==> config.mk <==
export PLATFORM = sky130hd
export DESIGN_NAME = ffsa_ram
export DESIGN_NICKNAME = d
export VERILOG_FILES = /design/src/design/ffsa_ram.sv
export SDC_FILE = /design/constraint.sdc
export NUM_CORES = 1
export LEC_CHECK = 0
export BUFFER_PORTS_ARGS = -buffer_cell sky130_fd_sc_hd__buf_2
export CORE_MARGIN = 3
export CORE_UTILIZATION = 50
export CTS_CLUSTER_SIZE = 25
export DETAILED_ROUTE_END_ITERATION = 12
export HOLD_SLACK_MARGIN = 0.03
export PLACE_DENSITY = 0.75
export REMOVE_ABC_BUFFERS = 1
export SLEW_MARGIN = 20
export SYNTH_ARGS = -nofsm -noshare
export SYNTH_HDL_FRONTEND = slang
export SYNTH_SLANG_ARGS = --single-unit
==> constraint.sdc <==
create_clock -name clk_i -period 1 [get_ports clk_i]
set_clock_uncertainty 0.05 [all_clocks]
set_input_delay 0.1 -clock clk_i [delete_from_list [all_inputs] [get_ports clk_i]]
set_output_delay 0.1 -clock clk_i [all_outputs]
set_load 0.02 [all_outputs]
==> src/design/ffsa_ram.sv <==
// generic single-write, single-read memory with registered read data
// no dependencies
module ffsa_ram #(
  parameter int unsigned Width = 8,
  parameter int unsigned Depth = 2
) (
  input  logic                     clk_i,
  input  logic                     we_i,
  input  logic [$clog2(Depth)-1:0] waddr_i,
  input  logic [Width-1:0]         wdata_i,
  input  logic                     re_i,
  input  logic [$clog2(Depth)-1:0] raddr_i,
  output logic [Width-1:0]         rdata_o
);

  logic [Width-1:0] mem_q [Depth];
  logic [Width-1:0] rdata_q;

  always_ff @(posedge clk_i) begin
    if (we_i) begin
      mem_q[waddr_i] <= wdata_i;
    end
    if (re_i) begin
      rdata_q <= mem_q[raddr_i];
    end
  end

  assign rdata_o = rdata_q;

endmodule

==> results of run 1 <==
-- where the power goes --
| group | switching [mW] | internal (mW) |
|---|---|---|
| clock | 0.261 | 0.145 |
| combinational | 0.0855 | 0.116 |
| sequential | 0.0204 | 1.19 |
-- synthesized netlist by cell type --
cell,instances,area (um^2)
nor2b_1,1,6.26
mux2_4,8,120
edfxtp_1,24,721
and2_1,1,6.26
buf_6,1,11.3
-- repair_timing --
action | in CTS | in global routing
pin swaps | 0 | 0
hold buffers | 8 | 0
endpoints found under the hold margin | 16 | 0
endpoints found under the setup margin | 3 | 8
resized for setup | 0 | 10
setup buffers | 0 | 0
-- cell families (layout without fill, tap and decap cells) --
family | Yosys count | in the layout | synth area share [%]
DFF | 24 | 24 | 83.4
buffers and inverters | 1 | 33 | 1.30
and+or+nand+nor | 2 | 2 | 1.45
muxes | 8 | 8 | 13.9
-- worst paths after layout --
check | cells after the start | slack (ps) | end | startpoint
setup reg to reg | 1 | 50 | rdata_o[3] | mem_q[1][3]
hold reg to reg | 1 | 510 | rdata_o[1] | mem_q[1][1]
setup / recovery | 1 | 0.05 | rdata_o[6] | rdata_o[6]
hold / removal | 1 | 70 | rdata_o[6] | re_i
-- through the flow --
step	instances	instance area (um^2)	TNS (ps)
floorplan	34	853	0
global placement	71	981	0
detailed placement	71	981	0
CTS	83	1090	-12.4
global route	83	1120	-255
finish	83	1120	0
-- layout make-up --
cell class / instances / area, um^2
sequential: 24 / 721
tap: 16 / 20.0
clock buffer: 3 / 22.5
clock inverter: 1 / 3.75
fill: 97 / 440
multi-input combinational: 10 / 133
timing repair buffer: 29 / 219
-- state kept, by name, indices dropped and copies added, names as in the netlist --
name / count
mem_q: 16
rdata_o: 8
-- metal layers --
metal	GRT usage, %	routed length (um)	up-vias
li1	-	-	204
met3	3.76	54	0
met5	0	0	-
met1	12.8	495	201
met2	21.7	653	17
met4	4.84	0	0
-- placed cells by master (no fill, tap or decap), drive strengths merged --
cell / instances
clkinv: 1
clkbuf: 3
buf: 21
mux2: 8
edfxtp: 24
and2: 1
nor2b: 1
dlygate4sd3: 8
==> results.json, run 1 <==
{
  "die_y_um": 47.6,
  "clk_pin_slew_worst_paths_ps": 120,
  "cts_tree": "done",
  "core_area_mm2": 0.00156,
  "route.detailed.drc": 0,
  "vias": 422,
  "syn_area_um2": 865,
  "finalHoldViolations": 0,
  "die_x_um": 47.6,
  "antenna_cells": 0,
  "layout_min_cycle_time_ps": 1000,
  "firstDrtPassIters": 2,
  "viasPerCell": 5.08,
  "setup.worst_path.class": "reg -> out",
  "clockBufferDepth": 2,
  "grt_pass1_wl_um": 1800,
  "rsz0062_at_grt": "true",
  "wl_um": 1200,
  "setup_viol": 0,
  "leakage_nw": 0.442,
  "rows": 14,
  "clkLatencyLatePin_ps": 300,
  "layout-drive-gt1-share_pct": 47.8,
  "crit_slowest_cell": "edfxtp_1",
  "wl_per_cell_um": 14.5,
  "power.density_mw_per_mm2": 1620,
  "path_cells": "buf_2",
  "setup_ws_ps": 0.0453,
  "crit_buf_inv": 1,
  "antenna_found_initial": 0,
  "grt_overflow_total": 0,
  "initial_utilization_pct": 55.5,
  "run_status": "complete, no violations",
  "whs_ps": 67.1,
  "drv_slew": 0,
  "ioPinCount": 21,
  "cts-root-buf": "clkbuf_4",
  "cpLargestDelayFamily": "flip-flops",
  "cpPeakStageDelay_ps": 380,
  "cp-start-kind": "flip-flop",
  "cp-end-kind": "output pin",
  "tightest_slew_ps": 363,
  "first_iter_violations": 3,
  "ir_worst_vdd_mv": 1.26,
  "dp_slack_ps": 19.2,
  "die_area_mm2": 0.00226,
  "ys_types": 5,
  "cp.required_ps": 850,
  "grtUsageTotal_pct": 11.9,
  "cp_max_fo": 1,
  "cp.arrival_ps": 850,
  "cts.sinks": 24,
  "nNetsFinal": 81,
  "final_util_pct": 71.7,
  "yosysWarningCount": 0,
  "htree_levels": 1,
  "drv_cap": 0,
  "synthCells": 35,
  "gp_congestion": 0.594,
  "tritoncts.num_buffers": 3,
  "min_path_type": "in -> reg",
  "synth-seq-area-share_pct": 83.4,
  "area_growth_pct": 29.4,
  "worst_slew_margin_rel_pct": 75.8,
  "fmax_ghz": 1.00,
  "grt_pass1_vias": 422,
  "detail-route-antenna-nets": 0,
  "grt_max_degree": 14,
  "fin_crit_sh_pct": 100,
  "power_mw": 1.82,
  "numPortBuffers": 20,
  "avgSynthCellArea_um2": 24.7,
  "synth_seq_cells": 24
}
Note: power is estimated with default switching activity, not from simulation.
==> run 2, diff against run 1 <==
--- a/config.mk
+++ b/config.mk
@@ -7,12 +7,12 @@
 export LEC_CHECK = 0
 export BUFFER_PORTS_ARGS = -buffer_cell sky130_fd_sc_hd__buf_2
 export CORE_MARGIN = 3
-export CORE_UTILIZATION = 50
+export CORE_UTILIZATION = 51
+export CTS_BUF_LIST = sky130_fd_sc_hd__clkbuf_4 sky130_fd_sc_hd__clkbuf_8
 export CTS_CLUSTER_SIZE = 25
 export DETAILED_ROUTE_END_ITERATION = 12
 export HOLD_SLACK_MARGIN = 0.03
-export PLACE_DENSITY = 0.75
-export REMOVE_ABC_BUFFERS = 1
+export PLACE_DENSITY = 0.77
 export SLEW_MARGIN = 20
 export SYNTH_ARGS = -nofsm -noshare
 export SYNTH_HDL_FRONTEND = slang
==> results.json, run 2 (same netlist as run 1, synthesis figures left out) <==
{
  "run_status": "complete, no violations",
  "antenna_cells": 0,
  "cts.sinks": 24,
  "grt_max_degree": 14,
  "leakage_nw": 0.449,
  "cts-root-buf": "clkbuf_4",
  "grt_overflow_total": 0,
  "worst_slew_margin_rel_pct": 75.6,
  "crit_buf_inv": 1,
  "seqPwrFrac_pct": 66.5,
  "core_area_mm2": 0.00156,
  "die_area_mm2": 0.00223,
  "grt_pass1_vias": 425,
  "multi_input_area_um2": 133,
  "gp_congestion": 0.643,
  "finalHoldViolations": 0,
  "reg2reg_slack_ps": 30,
  "die_y_um": 47.2,
  "first_iter_violations": 5,
  "power_mw": 1.82,
  "drv_slew": 0,
  "r2r-start": "mem_q[1][7]",
  "setup_ws_ps": 5.85,
  "rsz0062_at_grt": "true",
  "grt_pass1_wl_um": 1710,
  "cts_setup_buffers": 0,
  "timing.critical_path.depth": 1,
  "numPortBuffers": 20,
  "cp-startpoint": "rdata_o[1]",
  "r2r_end": "rdata_o[7]",
  "grtUsageTotal_pct": 11.5,
  "wl_per_cell_um": 14.0,
  "final_common_cell": "edfxtp_1",
  "intPower_mw": 1.46,
  "tightest_slew_ps": 366,
  "fmax_ghz": 1.01,
  "cpPeakStageDelay_ps": 400,
  "tritoncts.num_buffers": 3,
  "cts_tree": "done",
  "nFillCells": 96,
  "synth_nets": 48,
  "wl_um": 1160,
  "switchingPower_mw": 0.362,
  "path_cells": "buf_6",
  "firstDrtPassIters": 2,
  "top_register": "mem_q",
  "setup_viol": 0,
  "power.clock.fraction_pct": 22.0,
  "antenna_found_initial": 0,
  "die_x_um": 47.2,
  "area_growth_pct": 31.5,
  "layout-drive-gt1-share_pct": 47.8,
  "cp.required_ps": 850,
  "clockBufferDepth": 2,
  "seqCellArea_um2": 721,
  "dp_slack_ps": 29.1,
  "cp-end-kind": "output pin",
  "htree_levels": 1,
  "cp.arrival_ps": 840,
  "crit_slowest_cell": "edfxtp_1",
  "cp_max_fo": 1,
  "clkLatencyLatePin_ps": 300,
  "route.detailed.drc": 0,
  "clk_pin_slew_worst_paths_ps": 120,
  "viasPerCell": 5.07,
  "power.density_mw_per_mm2": 1600,
  "largest_register_ffs": 16,
  "ir_worst_vdd_mv": 1.14,
  "sw_frac_of_total_pct": 19.9,
  "vias": 421,
  "fin_crit_sh_pct": 99.4,
  "final_util_pct": 73.0,
  "nNetsFinal": 81,
  "crit_path_end": "rdata_o[1]",
  "initial_utilization_pct": 55.5,
  "drv_cap": 0,
  "layout_min_cycle_time_ps": 994,
  "cpLargestDelayFamily": "flip-flops",
  "cp-start-kind": "flip-flop",
  "reg2reg_depth": 1,
  "ioPinCount": 21,
  "combPwrFrac_pct": 11.5,
  "min_path_type": "in -> reg",
  "rows": 14,
  "setup_tns_ps": 0,
  "setup.worst_path.class": "reg -> out",
  "most-common-layout-cells": "edfxtp_1 (24), buf_2 (12), mux2_4 (8), dlygate4sd3_1 (8), buf_6 (8)",
  "detail-route-antenna-nets": 0
}
==> run 2: worst min-delay path by stage <==
stage / from / endpoint / slack, ps / cells after the start
2_1_floorplan: wdata_i[0] / mem_q[0][0] / 150 / 0
3_3_place_gp: wdata_i[5] / mem_q[1][5] / 240 / 1
3_5_place_dp: wdata_i[5] / mem_q[0][5] / 240 / 1
4_1_cts: re_i / rdata_o[3] / 70 / 1
5_1_grt: re_i / rdata_o[3] / 80 / 1
6_report: re_i / rdata_o[3] / 70 / 1
==> run 2: metal layers <==
| metal | track usage, % | up-vias | routed length (um) |
|---|---|---|---|
| met5 | 0 | - | 0 |
| met4 | 4.97 | 0 | 0 |
| met3 | 2.30 | 0 | 52 |
| met2 | 21.7 | 19 | 669 |
| met1 | 12.3 | 202 | 439 |
| li1 | - | 200 | - |
==> run 2: area by class of cell <==
| cell class | instances | share of cell area [%] |
|---|---|---|
| well taps | 16 | 1.76 |
| multi-input cells | 10 | 11.7 |
| clock buffers | 3 | 1.98 |
| clock inverters | 1 | 0.330 |
| repair buffers | 29 | 20.9 |
| flip-flops and latches | 24 | 63.4 |
==> run 2: stage by stage <==
stage	hold WS (ps)	cell area [um^2]	cells
floorplan	149	865	35
global placement	239	981	71
detailed placement	241	981	71
CTS	69.5	1090	83
global route	77.7	1140	83
finish	68.2	1140	83
==> run 2: timing repair <==
action / 4_1_cts / 5_1_grt
setup endpoints to repair: 2 / 8
hold buffers: 8 / 0
resized for setup: 0 / 16
hold endpoints to repair: 16 / 0
==> run 2: power groups by stage <==
stage          registers [mW]  logic (mW)  clock network, mW
2_1_floorplan            1.26      0.0688                  0
3_3_place_gp             1.22       0.156                  0
3_5_place_dp             1.23       0.161                  0
4_1_cts                  1.21       0.184              0.417
5_1_grt                  1.22       0.224              0.444
6_report                 1.21       0.209              0.401
