<file path="config.mk">
export PLATFORM = sky130hd
export DESIGN_NAME = ffsa_alu
export DESIGN_NICKNAME = d
export VERILOG_FILES = /design/src/design/ffsa_pkg.sv /design/src/design/ffsa_alu.sv
export SDC_FILE = /design/constraint.sdc
export NUM_CORES = 1
export LEC_CHECK = 0
export BUFFER_PORTS_ARGS = -buffer_cell sky130_fd_sc_hd__buf_2
export CORE_MARGIN = 2
export CORE_UTILIZATION = 48
export DETAILED_ROUTE_END_ITERATION = 10
export PLACE_DENSITY_LB_ADDON = 0.15
export SLEW_MARGIN = 25
export SYNTH_ARGS = -nofsm -noshare
export SYNTH_HDL_FRONTEND = slang
export SYNTH_SLANG_ARGS = --single-unit
</file>
<file path="constraint.sdc">
create_clock -name vclk -period 8.1
set_input_delay 2.43 -clock vclk [all_inputs]
set_output_delay 2.43 -clock vclk [all_outputs]
set_load 0.02 [all_outputs]
</file>
<file path="src/design/ffsa_pkg.sv">
// shared types, constants and helpers of the first-fit segment allocator
// no dependencies
package ffsa_pkg;

  localparam int unsigned MaxSegmentsDefault = 64;
  localparam int unsigned DataW   = 32;
  localparam int unsigned ValW    = 34;
  localparam int unsigned KindW   = 3;
  localparam int unsigned StatusW = 2;
  localparam int unsigned PgW     = 21;

  localparam logic [DataW-1:0] BlockSizeReset = 32'd134217728;
  localparam logic [PgW-1:0]   PageGranReset  = 21'd1;

  localparam logic [KindW-1:0] KindFree    = 3'd0;
  localparam logic [KindW-1:0] KindBuffer  = 3'd1;
  localparam logic [KindW-1:0] KindImage   = 3'd2;
  localparam logic [KindW-1:0] KindLinear  = 3'd3;
  localparam logic [KindW-1:0] KindOptimal = 3'd4;

  localparam logic [StatusW-1:0] StatusOk     = 2'd0;
  localparam logic [StatusW-1:0] StatusNoFit  = 2'd1;
  localparam logic [StatusW-1:0] StatusBadTag = 2'd2;
  localparam logic [StatusW-1:0] StatusFull   = 2'd3;

  localparam logic RegBlockSize = 1'b0;
  localparam logic RegPageGran  = 1'b1;

  localparam logic OpAlloc = 1'b0;
  localparam logic OpFree  = 1'b1;

  typedef enum logic {AluAdd, AluSub} alu_op_e;

  typedef struct packed {
    alu_op_e         op;
    logic [ValW-1:0] a;
    logic [ValW-1:0] b;
    logic [ValW-1:0] mask;
  } alu_req_t;

  typedef struct packed {
    logic [DataW-1:0] start;
    logic [DataW-1:0] length;
    logic [KindW-1:0] kind;
    logic [DataW-1:0] pad;
    logic [DataW-1:0] tag;
  } seg_t;

  localparam int unsigned SegW = $bits(seg_t);

  function automatic logic kinds_conflict(logic [KindW-1:0] k1, logic [KindW-1:0] k2);
    logic [KindW-1:0] lo;
    logic [KindW-1:0] hi;
    logic             r;
    lo = (k1 < k2) ? k1 : k2;
    hi = (k1 < k2) ? k2 : k1;
    r  = 1'b0;
    unique case (lo)
      KindBuffer: r = (hi == KindImage) || (hi == KindOptimal);
      KindImage:  r = (hi == KindImage) || (hi == KindLinear) || (hi == KindOptimal);
      KindLinear: r = (hi == KindOptimal);
      default:    r = 1'b0;
    endcase
    return r;
  endfunction

endpackage

</file>
<file path="src/design/ffsa_alu.sv">
// shared add/subtract unit with result masking
// depends on ffsa_pkg
module ffsa_alu (
  input  ffsa_pkg::alu_req_t          req_i,
  output logic [ffsa_pkg::ValW-1:0]   res_o
);

  logic [ffsa_pkg::ValW-1:0] opb;
  logic [ffsa_pkg::ValW-1:0] sum;

  always_comb begin
    opb = (req_i.op == ffsa_pkg::AluSub) ? ~req_i.b : req_i.b;
    sum = req_i.a + opb + ffsa_pkg::ValW'(req_i.op == ffsa_pkg::AluSub);
    res_o = sum & ~req_i.mask;
  end

endmodule

</file>
==> results of run 1 <==
## stage by stage
stage                     worst slack (ps)  instance area [sq um]  cells
final                                  480                   3160    552
after floorplan                        360                   2460    364
after CTS                              491                   3160    552
after detailed placement               499                   3160    552
after global routing                   289                   3160    552
after global placement                 526                   3160    552
## worst paths after layout
check	start	end	cells after the start
setup / recovery	req_i[102]	res_o[30]	13
hold / removal	req_i[1]	res_o[1]	3
## area by class of cell
| cell class | instances | area share, % |
|---|---|---|
| multi-input cells | 334 | 73.9 |
| repair buffers | 140 | 22.4 |
| well taps | 70 | 2.77 |
| inverters | 8 | 0.949 |
## where the power goes
part           internal, mW  switching, mW  total, mW
logic                 0.151          0.221      0.373
clock network             0              0          0
registers                 0              0          0
## worst max-delay path, delay by kind of cell
| family | cells | cell delay, ps |
|---|---|---|
| and+or+nand+nor | 2 | 210 |
| buffers and inverters | 4 | 810 |
| xor gates and xnor gates | 1 | 170 |
| adders and majority gates | 1 | 350 |
| muxes | 1 | 310 |
| AOI/OAI and AO/OA | 4 | 900 |
## cell usage after synthesis (2+ instances only)
| cell | n | share of area, % |
|---|---|---|
| a211oi_1 | 4 | 1.2 |
| a21boi_0 | 4 | 1.2 |
| a21o_1 | 9 | 2.7 |
| a21oi_1 | 29 | 5.9 |
| a21oi_2 | 3 | 1.1 |
| a221oi_1 | 4 | 1.4 |
| a31oi_1 | 5 | 1.3 |
| a31oi_2 | 2 | 1.0 |
| and3_1 | 3 | 0.76 |
| buf_1 | 3 | 0.46 |
| buf_2 | 5 | 1.0 |
| clkbuf_1 | 13 | 2.0 |
| ha_1 | 32 | 16 |
| inv_1 | 8 | 1.2 |
| mux2_1 | 2 | 0.92 |
| mux2_2 | 5 | 2.3 |
| nand2_1 | 33 | 5.0 |
| nand2b_1 | 2 | 0.51 |
| nand3_1 | 8 | 1.6 |
| nand3b_1 | 2 | 0.61 |
| nand4_1 | 9 | 2.3 |
| nor2_1 | 54 | 8.2 |
| nor2b_1 | 8 | 2.0 |
| nor3_1 | 6 | 1.2 |
| o21a_1 | 4 | 1.2 |
| o21ai_0 | 19 | 3.9 |
| o21ai_1 | 2 | 0.41 |
| o21ai_2 | 3 | 1.1 |
| o21bai_1 | 4 | 1.2 |
| o221ai_1 | 2 | 0.71 |
| xnor2_1 | 10 | 3.6 |
| xor2_1 | 47 | 17 |
## metal layers
layer	up-vias	wire length (microns)	share of wire (%)	global-route usage, %
li1	1547	-	-	-
met4	0	14	0.20	0.585
met5	-	0	0	0
met1	1353	3160	46	32.0
met3	2	335	4.8	0.265
met2	96	3420	49	39.6
## cell families (layout without fill, tap and decap cells)
family | count (synthesis) | count (layout) | share of synthesized area, %
xor gates and xnor gates | 57 | 57 | 20.3
muxes | 8 | 8 | 3.61
buffers and inverters | 30 | 148 | 4.89
adders and majority gates | 33 | 33 | 17.1
and+or+nand+nor | 129 | 129 | 23.7
AOI/OAI and AO/OA | 107 | 107 | 30.4
==> run metrics, run 1 <==
crit path max fanout 12; Layout Nets 620; Slew Limit Fails 0; Crit path arrival time 5190 ps; CLK BUF 0; Tot GR Track Use 22.3%; pin slew with the least headroom to its limit 448 ps; Synth warnings 0; LEAKAGE 1.62 nW; core area 0.00501 sq mm; GPL Wtd Cong 0.937; Max rail drop VDD 0.0644 mV; vias in the first global route 2455; first-pass GRT wire length 10600 microns; boundary pin count 137; Post-Syn Nets 500; Worst setup EP type primary output; vias 2998; first-pass iteration count of the detailed router 4; hold buffer count at cts 0; fin crit period 7620 ps; ratio of cells with drive above 1 in the final layout 32.6%; total gr overflow 0; initial antenna violation count 0; CP Data Required Time 5670 ps; register area share after synthesis 0%; post-CTS setup buffer count 0; via/cell ratio 5.43; CP max stage delay 420 ps; fmax 131 MHz; Site Rows 26; Detail Placement HPWL 5850 microns; die area 0.00571 sq mm; Die Wd 75.6 microns; Syn Std Cell Area 0.00246 sq mm; multi-input logic area 0.00234 sq mm; RSZ-0062 raised after global routing false; WHS 5110 ps; CP startpoint kind input port; commonest non-fill, non-tap cells in the layout buf_2 (137), nor2_1 (54), xor2_1 (47); FF/Latch Area 0 sq um; Max-Cap Viols 0; Mapped Cells 364; Area Growth Syn to Fin 28.7%; count of antenna-violating nets left after detailed routing 0; CP cell instances buf_2, buf_4, buf_4, xor2_1, ha_1, a21oi_1, o21ai_0, a2111oi_0, nor2_1, nor2_1, o41ai_2, mux2_1, buf_2; die height 75.6 microns; initial drt markers 101; Layout fillers 524; port bufs 137; Setup CP Type input port to primary output; final setup TNS 0 ps; Routed WL 6930 microns; Worst slew margin 69.8%; commonest non-fill, non-tap cell in the layout buf_2; DRC 0; initial core utilization 49.1%; Final period util 94.1%; slowest CP cell a2111oi_0; Mapped Avg Cell Area 6.75 sq um; Power, Total 0.373 mW; Fin. Hold Viols 0; FFs & Latches 0; ANT cells 0; largest net degree at the start of global routing 13; count of cell types in the netlist 52; status finished, final reports clean; # resized after CTS 0; final setup fails 0; wire per inst 12.6 microns; Pwr per Cell Area 118 mW/mm^2; HP Class input port to primary output; Post-Route Utilization 63.2%
Power figures use the tool's default switching activity.
==> inputs of run 2 (changes only) <==
--- a/config.mk
+++ b/config.mk
@@ -6,6 +6,7 @@
 export NUM_CORES = 1
 export LEC_CHECK = 0
 export BUFFER_PORTS_ARGS = -buffer_cell sky130_fd_sc_hd__buf_2
+export CORE_ASPECT_RATIO = 0.75
 export CORE_MARGIN = 2
 export CORE_UTILIZATION = 48
 export DETAILED_ROUTE_END_ITERATION = 10
==> run metrics, run 2 (synthesized netlist as in run 1, its figures left out) <==
Setup CP Type input port to primary output; initial antenna violation count 0; via/cell ratio 5.66; Worst setup EP type primary output; pin slew with the least headroom to its limit 456 ps; total net switching power 0.228 mW; commonest non-fill, non-tap cells in the layout buf_2 (137), nor2_1 (54), xor2_1 (47); Fin. Hold Viols 0; RSZ-0062 raised after global routing false; Pwr per Cell Area 121 mW/mm^2; Layout Nets 619; register share of total power 0%; largest net degree at the start of global routing 18; die height 66.0 microns; CP Data Required Time 5670 ps; DRC 0; Setup WS post-layout 479 ps; GPL Wtd Cong 0.982; final setup TNS 0 ps; first-pass iteration count of the detailed router 4; CP startpoint kind input port; Die Wd 86.6 microns; die area 0.00572 sq mm; CLK BUF 0; initial core utilization 49.9%; vias 3063; hold buffer count at cts 0; internal power 0.152 mW; count of antenna-violating nets left after detailed routing 0; Crit path arrival time 5190 ps; fin crit period 7620 ps; Tot GR Track Use 24.6%; Slew Limit Fails 0; # resized after CTS 0; LEAKAGE 1.62 nW; Area Growth Syn to Fin 27.9%; initial drt markers 173; status finished, final reports clean; vias in the first global route 2551; commonest non-fill, non-tap cell in the layout buf_2; ratio of cells with drive above 1 in the final layout 32.4%; total gr overflow 0; crit path max fanout 17; fmax 131 MHz; Gate power share 100.0%; Max rail drop VDD 0.0624 mV; Routed WL 7510 microns; Detail Placement HPWL 6410 microns; FFs & Latches 0; Final period util 94.1%; core area 0.00493 sq mm; FF/Latch Area 0 sq um; Clock power frac 0%; port bufs 137; wire per inst 13.9 microns; Site Rows 22; final setup fails 0; boundary pin count 137; Max-Cap Viols 0; Worst slew margin 69.3%; multi-input logic area 0.00234 sq mm; Post-Place Setup Slack 507 ps; post-CTS setup buffer count 0; sw frac 60.1%; first-pass GRT wire length 11600 microns; Layout fillers 502; ANT cells 0; WHS 5110 ps; HP Class input port to primary output
==> run 2: cell count changes in the layout (fill, tap and decap cells not counted), sizes merged <==
cell  previous run  this run
buf            140       139
==> run 2: layer usage <==
layer | track usage [%] | vias up | routed length [microns]
met5 | 0 | - | 0
met4 | 0.977 | 0 | 48
met3 | 1.37 | 6 | 574
met2 | 40.3 | 156 | 3150
met1 | 36.9 | 1361 | 3740
li1 | - | 1540 | -
==> run 2: path summary, 6_finish.rpt <==
| check | start | endpoint | slack, ps | cells after the start |
|---|---|---|---|---|
| hold / removal | req_i[9] | res_o[9] | 5110 | 3 |
| setup / recovery | req_i[102] | res_o[27] | 480 | 12 |
==> run 2: power groups by stage <==
stage / registers [mW] / clock network, mW / logic [mW]
6_report: 0 / 0 / 0.380
5_1_grt: 0 / 0 / 0.415
3_5_place_dp: 0 / 0 / 0.374
4_1_cts: 0 / 0 / 0.376
2_1_floorplan: 0 / 0 / 0.269
3_3_place_gp: 0 / 0 / 0.373
==> run 2: worst max-delay path, stage by stage <==
cell and delay [ps]:
buf_2 100, buf_4 210, xor2_1 190, ha_1 390, o21ai_0 300, a21oi_1 110, a221oi_1 350, o31ai_1 160
a31oi_2 350, o21bai_1 130, mux2_2 290, buf_2 160
==> run 2: area by class of cell <==
cell class / instances / area share (%)
multi-input combinational: 334 / 74.4
timing repair buffer: 139 / 22.3
tap: 60 / 2.39
inverter: 8 / 0.955
==> run 2: per-stage QoR <==
stage	cell area [sq um]	total power, mW	utilization, %	instances
floorplan	2460	0.269	-	364
global placement	3140	0.373	63.8	541
detailed placement	3140	0.374	63.8	541
CTS	3140	0.376	63.8	541
global route	3140	0.415	63.8	541
finish	3140	0.380	63.8	541
